<file path="src/hw/rtl/tsc_pkg.sv">
// ----------------------------------------------------------------------------
// tsc_pkg
// Shared types, widths and constants of the Taylor sine/cosine pipeline.
// ----------------------------------------------------------------------------
`default_nettype none

package tsc_pkg;

  // Port field widths
  localparam int unsigned AngleW = 32;  // Q4.28 angle
  localparam int unsigned ValueW = 32;  // Q2.30 result

  // Angle work width: Q28 with room for the added pi/2
  localparam int unsigned XW = 34;

  // Term magnitude, x^2, product and running sum widths
  localparam int unsigned MagW  = 32;
  localparam int unsigned X2W   = 32;
  localparam int unsigned ProdW = 64;
  localparam int unsigned SumW  = 36;
  localparam int unsigned SatW  = SumW + 2;

  // Fraction bits of the angle format
  localparam int unsigned FracW = 28;

  // Angle constants in Q28, rounded to nearest
  localparam logic signed [XW-1:0] Q28Pi     = XW'(32'sd843314857);
  localparam logic signed [XW-1:0] Q28TwoPi  = XW'(32'sd1686629713);
  localparam logic signed [XW-1:0] Q28HalfPi = XW'(32'sd421657428);

  // Half an LSB of Q28 for rounding the square
  localparam logic [ProdW-1:0] SqRound = ProdW'(1) << (FracW - 1);

  // Saturation limits of the Q30 result
  localparam logic signed [SatW-1:0] SatHi = SatW'(32'sh7FFF_FFFF);
  localparam logic signed [SatW-1:0] SatLo = SatW'(32'sh8000_0000);

  // Mode codes
  localparam logic ModeSin = 1'b0;
  localparam logic ModeCos = 1'b1;

  typedef logic [MagW-1:0]         mag_t;
  typedef logic [X2W-1:0]          x2_t;
  typedef logic signed [SumW-1:0]  sum_t;

  // One series term in flight: sign/magnitude, x^2, and the sum of earlier terms
  typedef struct packed {
    mag_t mag;
    logic neg;
    x2_t  x2;
    sum_t sum;
  } term_t;

  // Signed value of a sign/magnitude term, widened to the sum width
  function automatic sum_t term_value(mag_t mag, logic neg);
    sum_t ext;
    ext = $signed({{(SumW - MagW){1'b0}}, mag});
    return neg ? -ext : ext;
  endfunction

  // Trailing zero count of a small constant (elaboration use)
  function automatic int unsigned ctz(int unsigned k);
    int unsigned n;
    logic        done;
    n    = 0;
    done = 1'b0;
    for (int i = 0; i < 8; i++) begin
      if (!done) begin
        if (k[i]) begin
          done = 1'b1;
        end else begin
          n = n + 1;
        end
      end
    end
    return n;
  endfunction

endpackage

`default_nettype wire

</file>
<file path="src/hw/rtl/tsc_term.sv">
// ----------------------------------------------------------------------------
// tsc_term
// One series step, four stages: adds the incoming term to the sum and forms
// the next term -t * x^2 / (K * 2^28), rounded half away from zero.
// ----------------------------------------------------------------------------
`default_nettype none

module tsc_term #(
  parameter int unsigned K = 6
) (
  input  wire logic            clk_i,
  input  wire logic            en_i,
  input  wire tsc_pkg::term_t  term_i,
  output tsc_pkg::term_t       term_o
);

  // K = M * 2^Tz: the power of two folds into the shift, M is a small odd divisor
  localparam int unsigned Tz = tsc_pkg::ctz(K);
  localparam int unsigned M  = K >> Tz;
  localparam int unsigned Sh = tsc_pkg::FracW + Tz;

  localparam logic [tsc_pkg::ProdW-1:0] Round = tsc_pkg::ProdW'(K) << (tsc_pkg::FracW - 1);
  localparam logic [31:0] Recip = 32'((64'd1 << 32) / M);
  localparam logic [31:0] MulM  = 32'(M);

  // Stage 1: magnitude product, sum of earlier terms
  logic [tsc_pkg::ProdW-1:0] prod_q;
  logic                      neg1_q;
  tsc_pkg::x2_t              x21_q;
  tsc_pkg::sum_t             sum1_q;

  always_ff @(posedge clk_i) begin
    if (en_i) begin
      prod_q <= tsc_pkg::ProdW'(term_i.mag) * tsc_pkg::ProdW'(term_i.x2);
      neg1_q <= term_i.neg;
      x21_q  <= term_i.x2;
      sum1_q <= term_i.sum + tsc_pkg::term_value(term_i.mag, term_i.neg);
    end
  end

  // Stage 2: round and drop the power-of-two part of the divisor
  logic [31:0]   n2_q;
  logic          neg2_q;
  tsc_pkg::x2_t  x22_q;
  tsc_pkg::sum_t sum2_q;

  always_ff @(posedge clk_i) begin
    if (en_i) begin
      n2_q   <= 32'((prod_q + Round) >> Sh);
      neg2_q <= neg1_q;
      x22_q  <= x21_q;
      sum2_q <= sum1_q;
    end
  end

  // Stage 3: quotient estimate by reciprocal, low by at most one
  logic [31:0]   qe3_q;
  logic [31:0]   n3_q;
  logic          neg3_q;
  tsc_pkg::x2_t  x23_q;
  tsc_pkg::sum_t sum3_q;

  always_ff @(posedge clk_i) begin
    if (en_i) begin
      qe3_q  <= 32'((64'(n2_q) * 64'(Recip)) >> 32);
      n3_q   <= n2_q;
      neg3_q <= neg2_q;
      x23_q  <= x22_q;
      sum3_q <= sum2_q;
    end
  end

  // Stage 4: remainder check fixes the estimate; the sign flips each term
  logic [31:0] rem;
  logic [31:0] q;

  assign rem = n3_q - (qe3_q * MulM);
  assign q   = qe3_q + 32'(rem >= MulM);

  tsc_pkg::term_t term_q;

  always_ff @(posedge clk_i) begin
    if (en_i) begin
      term_q.mag <= tsc_pkg::MagW'(q);
      term_q.neg <= ~neg3_q;
      term_q.x2  <= x23_q;
      term_q.sum <= sum3_q;
    end
  end

  assign term_o = term_q;

endmodule

`default_nettype wire

</file>
<file path="config.mk">
export PLATFORM = sky130hd
export DESIGN_NAME = tsc_term
export DESIGN_NICKNAME = d
export VERILOG_FILES = /design/src/hw/rtl/tsc_pkg.sv /design/src/hw/rtl/tsc_term.sv
export SDC_FILE = /design/constraint.sdc
export NUM_CORES = 2
export LEC_CHECK = 0
export BUFFER_PORTS_ARGS = -buffer_cell sky130_fd_sc_hd__buf_2
export CORE_UTILIZATION = 54
export DETAILED_ROUTE_END_ITERATION = 10
export GPL_ROUTABILITY_DRIVEN = 0
export PLACE_DENSITY = 0.78
export SYNTH_ARGS = -nofsm -noshare
export SYNTH_HDL_FRONTEND = slang
export SYNTH_SLANG_ARGS = --single-unit
</file>
<file path="constraint.sdc">
create_clock -name clk_i -period 20.6 [get_ports clk_i]
set_input_delay 4.12 -clock clk_i [delete_from_list [all_inputs] [get_ports clk_i]]
set_output_delay 4.12 -clock clk_i [all_outputs]
set_load 0.005 [all_outputs]
</file>
==> results.toml <==
[min_path]
whs_endpoint = "neg2_q$_DFFE_PP_"
hold_path_class = "flop to flop"
min_from = "neg1_q$_DFFE_PP_"
min_path_cells = 0

[drt]
post-route-drc-count = 0
detailedRoute.firstIterationViolations = 3447
drtPass1Iterations = 6
wirelength_um = 168000
detailroute.via_count = 43900
drt.antenna.violating_nets = 0
detail_route.wl_per_cell_um = 21.4
routed_via_density = 5.59

[floorplan]
floorplan.die.height_um = 350
coreArea_mm2 = 0.120
die_width_um = 350
fp.dieArea_mm2 = 0.123
pin_count = 204
floorplan.initialDensity = 0.546
rows = 127

[yosys]
synth-warning-count = 0
synth.area.top_cells = "sky130_fd_sc_hd__fa_1 39%, sky130_fd_sc_hd__edfxtp_1 20%, sky130_fd_sc_hd__ha_1 13%"
cell_type_with_the_highest_aggregate_area_in_the_netlist = "sky130_fd_sc_hd__fa_1"
asyncSetResetFlopFracSynth = 0
synth_nets = 8202
synth_most_common_cell = "sky130_fd_sc_hd__inv_1"
post_synth_inst_count = 6150
synth_enable_flop_cells = 436
library_cells_used_by_synthesis = 72
synthesis.area_per_instance_um2 = 10.7
synthFlopType = "sky130_fd_sc_hd__edfxtp_1"
mappedNetlistArea_mm2 = 0.0656
post-synth-top-area-fraction = 0.392
ys_seq_elements = 436
synth.yosys.seq_area_share = 0.200
synthTopCellsByCount = "1,507 x sky130_fd_sc_hd__inv_1, 1,284 x sky130_fd_sc_hd__fa_1, 665 x sky130_fd_sc_hd__ha_1"

[cts]
clock_insertion_delay_worst_skew_ns = 0.64
clock_sinks = 436
cts_buffers = 47
post_cts_buffers = 0
post_cts_hold_buffers = 0
cts_repair_resize_count = 0
cts_buffer_depth = 3
clock-root-buffer = "sky130_fd_sc_hd__clkbuf_16"
cts.htree.levels = 2
tritoncts_clock_tree = "yes"
clk_pin_slew_ns = 0.07

[placement]
dp_cells = 7759
place.detailed.hpwl_um = 128000
io_buffer_count = 203

[worst_setup_path]
timing.rr.start = "n2_q[14]$_DFFE_PP_"
required_time_at_the_endpoint_of_the_critical_path_ns = 20.99
worstReg2RegEnd = "qe3_q[30]$_DFFE_PP_"
worst-path-max-fanout = 33
internal_reg_to_reg_setup_slack_ns = 11.70
beginning_of_the_critical_path = "term_i[60]"
timing.reg2reg.worst_path_depth = 26
start_kind = "primary input"
worst-setup-path-type = "primary input to flop"
arrival_ns = 12.25
worst_setup_path_end_kind = "flop"

[global_route]
grt_remaining_overflow = 0
grt_max_degree = 97
groute.usage.overall = 0.282
grt_first_pass_wirelength_um = 264000
grt_pass1_vias = 47900
grt_antenna_before_repair = 4

[timing]
final_hold_violation_count = 0
finalSetupViolations = 0
max_slew_margin_vs_limit = 0.202
maxSlewViolCount = 0
final_min_period_over_clock_period = 0.576
tightest_slew_ns = 1.20
top_achievable_clock_speed_ghz = 0.0843
setup-tns-final_ns = 0
grt_setup_unrepaired = "no"
finalCriticalPeriod_ns = 11.86
fin_skew_ns = 0.0462

[layout]
final-instance-count-excl-fill = 7850
final_core_utilization = 0.578
multi_input_area_mm2 = 0.0460
seqCellArea_mm2 = 0.0131
area_overhead_vs_synth_pct = 5.93
final_layout_size_suffix_gt1_frac = 0.0497
design.final.nets = 8248
filler_cell_count = 9901

[job]
max-cap-violations = 0

[outcome]
status = "finished clean"
## worst max-delay path by stage
stage                                 endpoint  slack [ns]  cells past startpoint
after global routing      prod_q[60]$_DFFE_PP_        8.28                     24
final                     prod_q[60]$_DFFE_PP_        8.74                     24
after global placement    prod_q[60]$_DFFE_PP_        8.31                     24
after floorplan           prod_q[60]$_DFFE_PP_        9.17                     25
after detailed placement  prod_q[60]$_DFFE_PP_        8.11                     24
after CTS                 prod_q[60]$_DFFE_PP_        8.81                     24
## critical path, stage by stage
cell and delay, ns:
sky130_fd_sc_hd__buf_2 0.88, sky130_fd_sc_hd__nand2_1 0.17, sky130_fd_sc_hd__fa_1 0.57, sky130_fd_sc_hd__inv_1 0.05, sky130_fd_sc_hd__fa_1 0.48, sky130_fd_sc_hd__fa_1 0.57
sky130_fd_sc_hd__fa_1 0.46, sky130_fd_sc_hd__fa_1 0.55, sky130_fd_sc_hd__fa_1 0.44, sky130_fd_sc_hd__fa_1 0.51, sky130_fd_sc_hd__inv_1 0.05, sky130_fd_sc_hd__fa_1 0.48
sky130_fd_sc_hd__inv_1 0.06, sky130_fd_sc_hd__ha_1 0.32, sky130_fd_sc_hd__a21o_1 0.20, sky130_fd_sc_hd__a21o_1 0.17, sky130_fd_sc_hd__a21o_1 0.17, sky130_fd_sc_hd__a221oi_1 0.46
sky130_fd_sc_hd__nand3b_1 0.19, sky130_fd_sc_hd__o21ai_0 0.38, sky130_fd_sc_hd__a21oi_1 0.18, sky130_fd_sc_hd__o21ai_0 0.46, sky130_fd_sc_hd__mux2i_1 0.24, sky130_fd_sc_hd__nand4_1 0.08
## per-layer routing
metal / wire length, um / vias to the layer above / GRT usage
met2: 80500 / 2303 / 0.469
met3: 16700 / 506 / 0.0664
met5: 113 / - / 0.00549
li1: - / 18900 / -
met4: 8170 / 6 / 0.124
met1: 62200 / 22200 / 0.352
## registers in the layout, indices dropped and copies added, names as in the netlist, 32 cells and up
signal  cells
x22_q      32
n2_q       32
sum3_q     36
x23_q      32
term_o    101
x21_q      32
n3_q       32
sum1_q     36
sum2_q     36
prod_q     33
## stage by stage
| stage | cell area (um2) | hold slack [ns] | setup slack [ns] |
|---|---|---|---|
| after floorplan | 65600 | 0.400 | 9.17 |
| after global placement | 67900 | 0.401 | 8.31 |
| after detailed placement | 67900 | 0.405 | 8.11 |
| after CTS | 69500 | 0.382 | 8.81 |
| after global routing | 69500 | 0.405 | 8.28 |
| final | 69500 | 0.392 | 8.74 |
## cell usage in the layout, fill, tap and decap left out, types with 81 or more instances in the layout
cell type                  count
sky130_fd_sc_hd__buf_2       202
sky130_fd_sc_hd__a21o_1       81
sky130_fd_sc_hd__ha_1        665
sky130_fd_sc_hd__nor2_1       81
sky130_fd_sc_hd__xnor2_1     146
sky130_fd_sc_hd__edfxtp_1    436
sky130_fd_sc_hd__inv_1      1507
sky130_fd_sc_hd__a21oi_1     108
sky130_fd_sc_hd__and2_1      582
sky130_fd_sc_hd__fa_1       1284
sky130_fd_sc_hd__nand2_1     530
## area by class of cell
cell class / instances / share of cell area
sequential: 436 / 0.188
tap: 1612 / 0.0290
clock buffer: 53 / 0.0176
timing repair buffer: 220 / 0.0166
multi-input combinational: 3984 / 0.662
clock inverter: 35 / 0.00486
inverter: 1507 / 0.0814
antenna: 3 / 0.000108
## kinds of logic after synthesis
logic type                 share of synthesized area
adders and majority gates                      0.519
AOI/OAI and AO/OA                             0.0449
DFF                                            0.200
and+or+nand+nor                                0.110
muxes                                        0.00124
buffers and inverters                         0.0992
xor gates and xnor gates                      0.0262
Power is left out: the tool's default activity adds up to more than one toggle a clock period on the data nets, which glitch-free logic cannot reach.
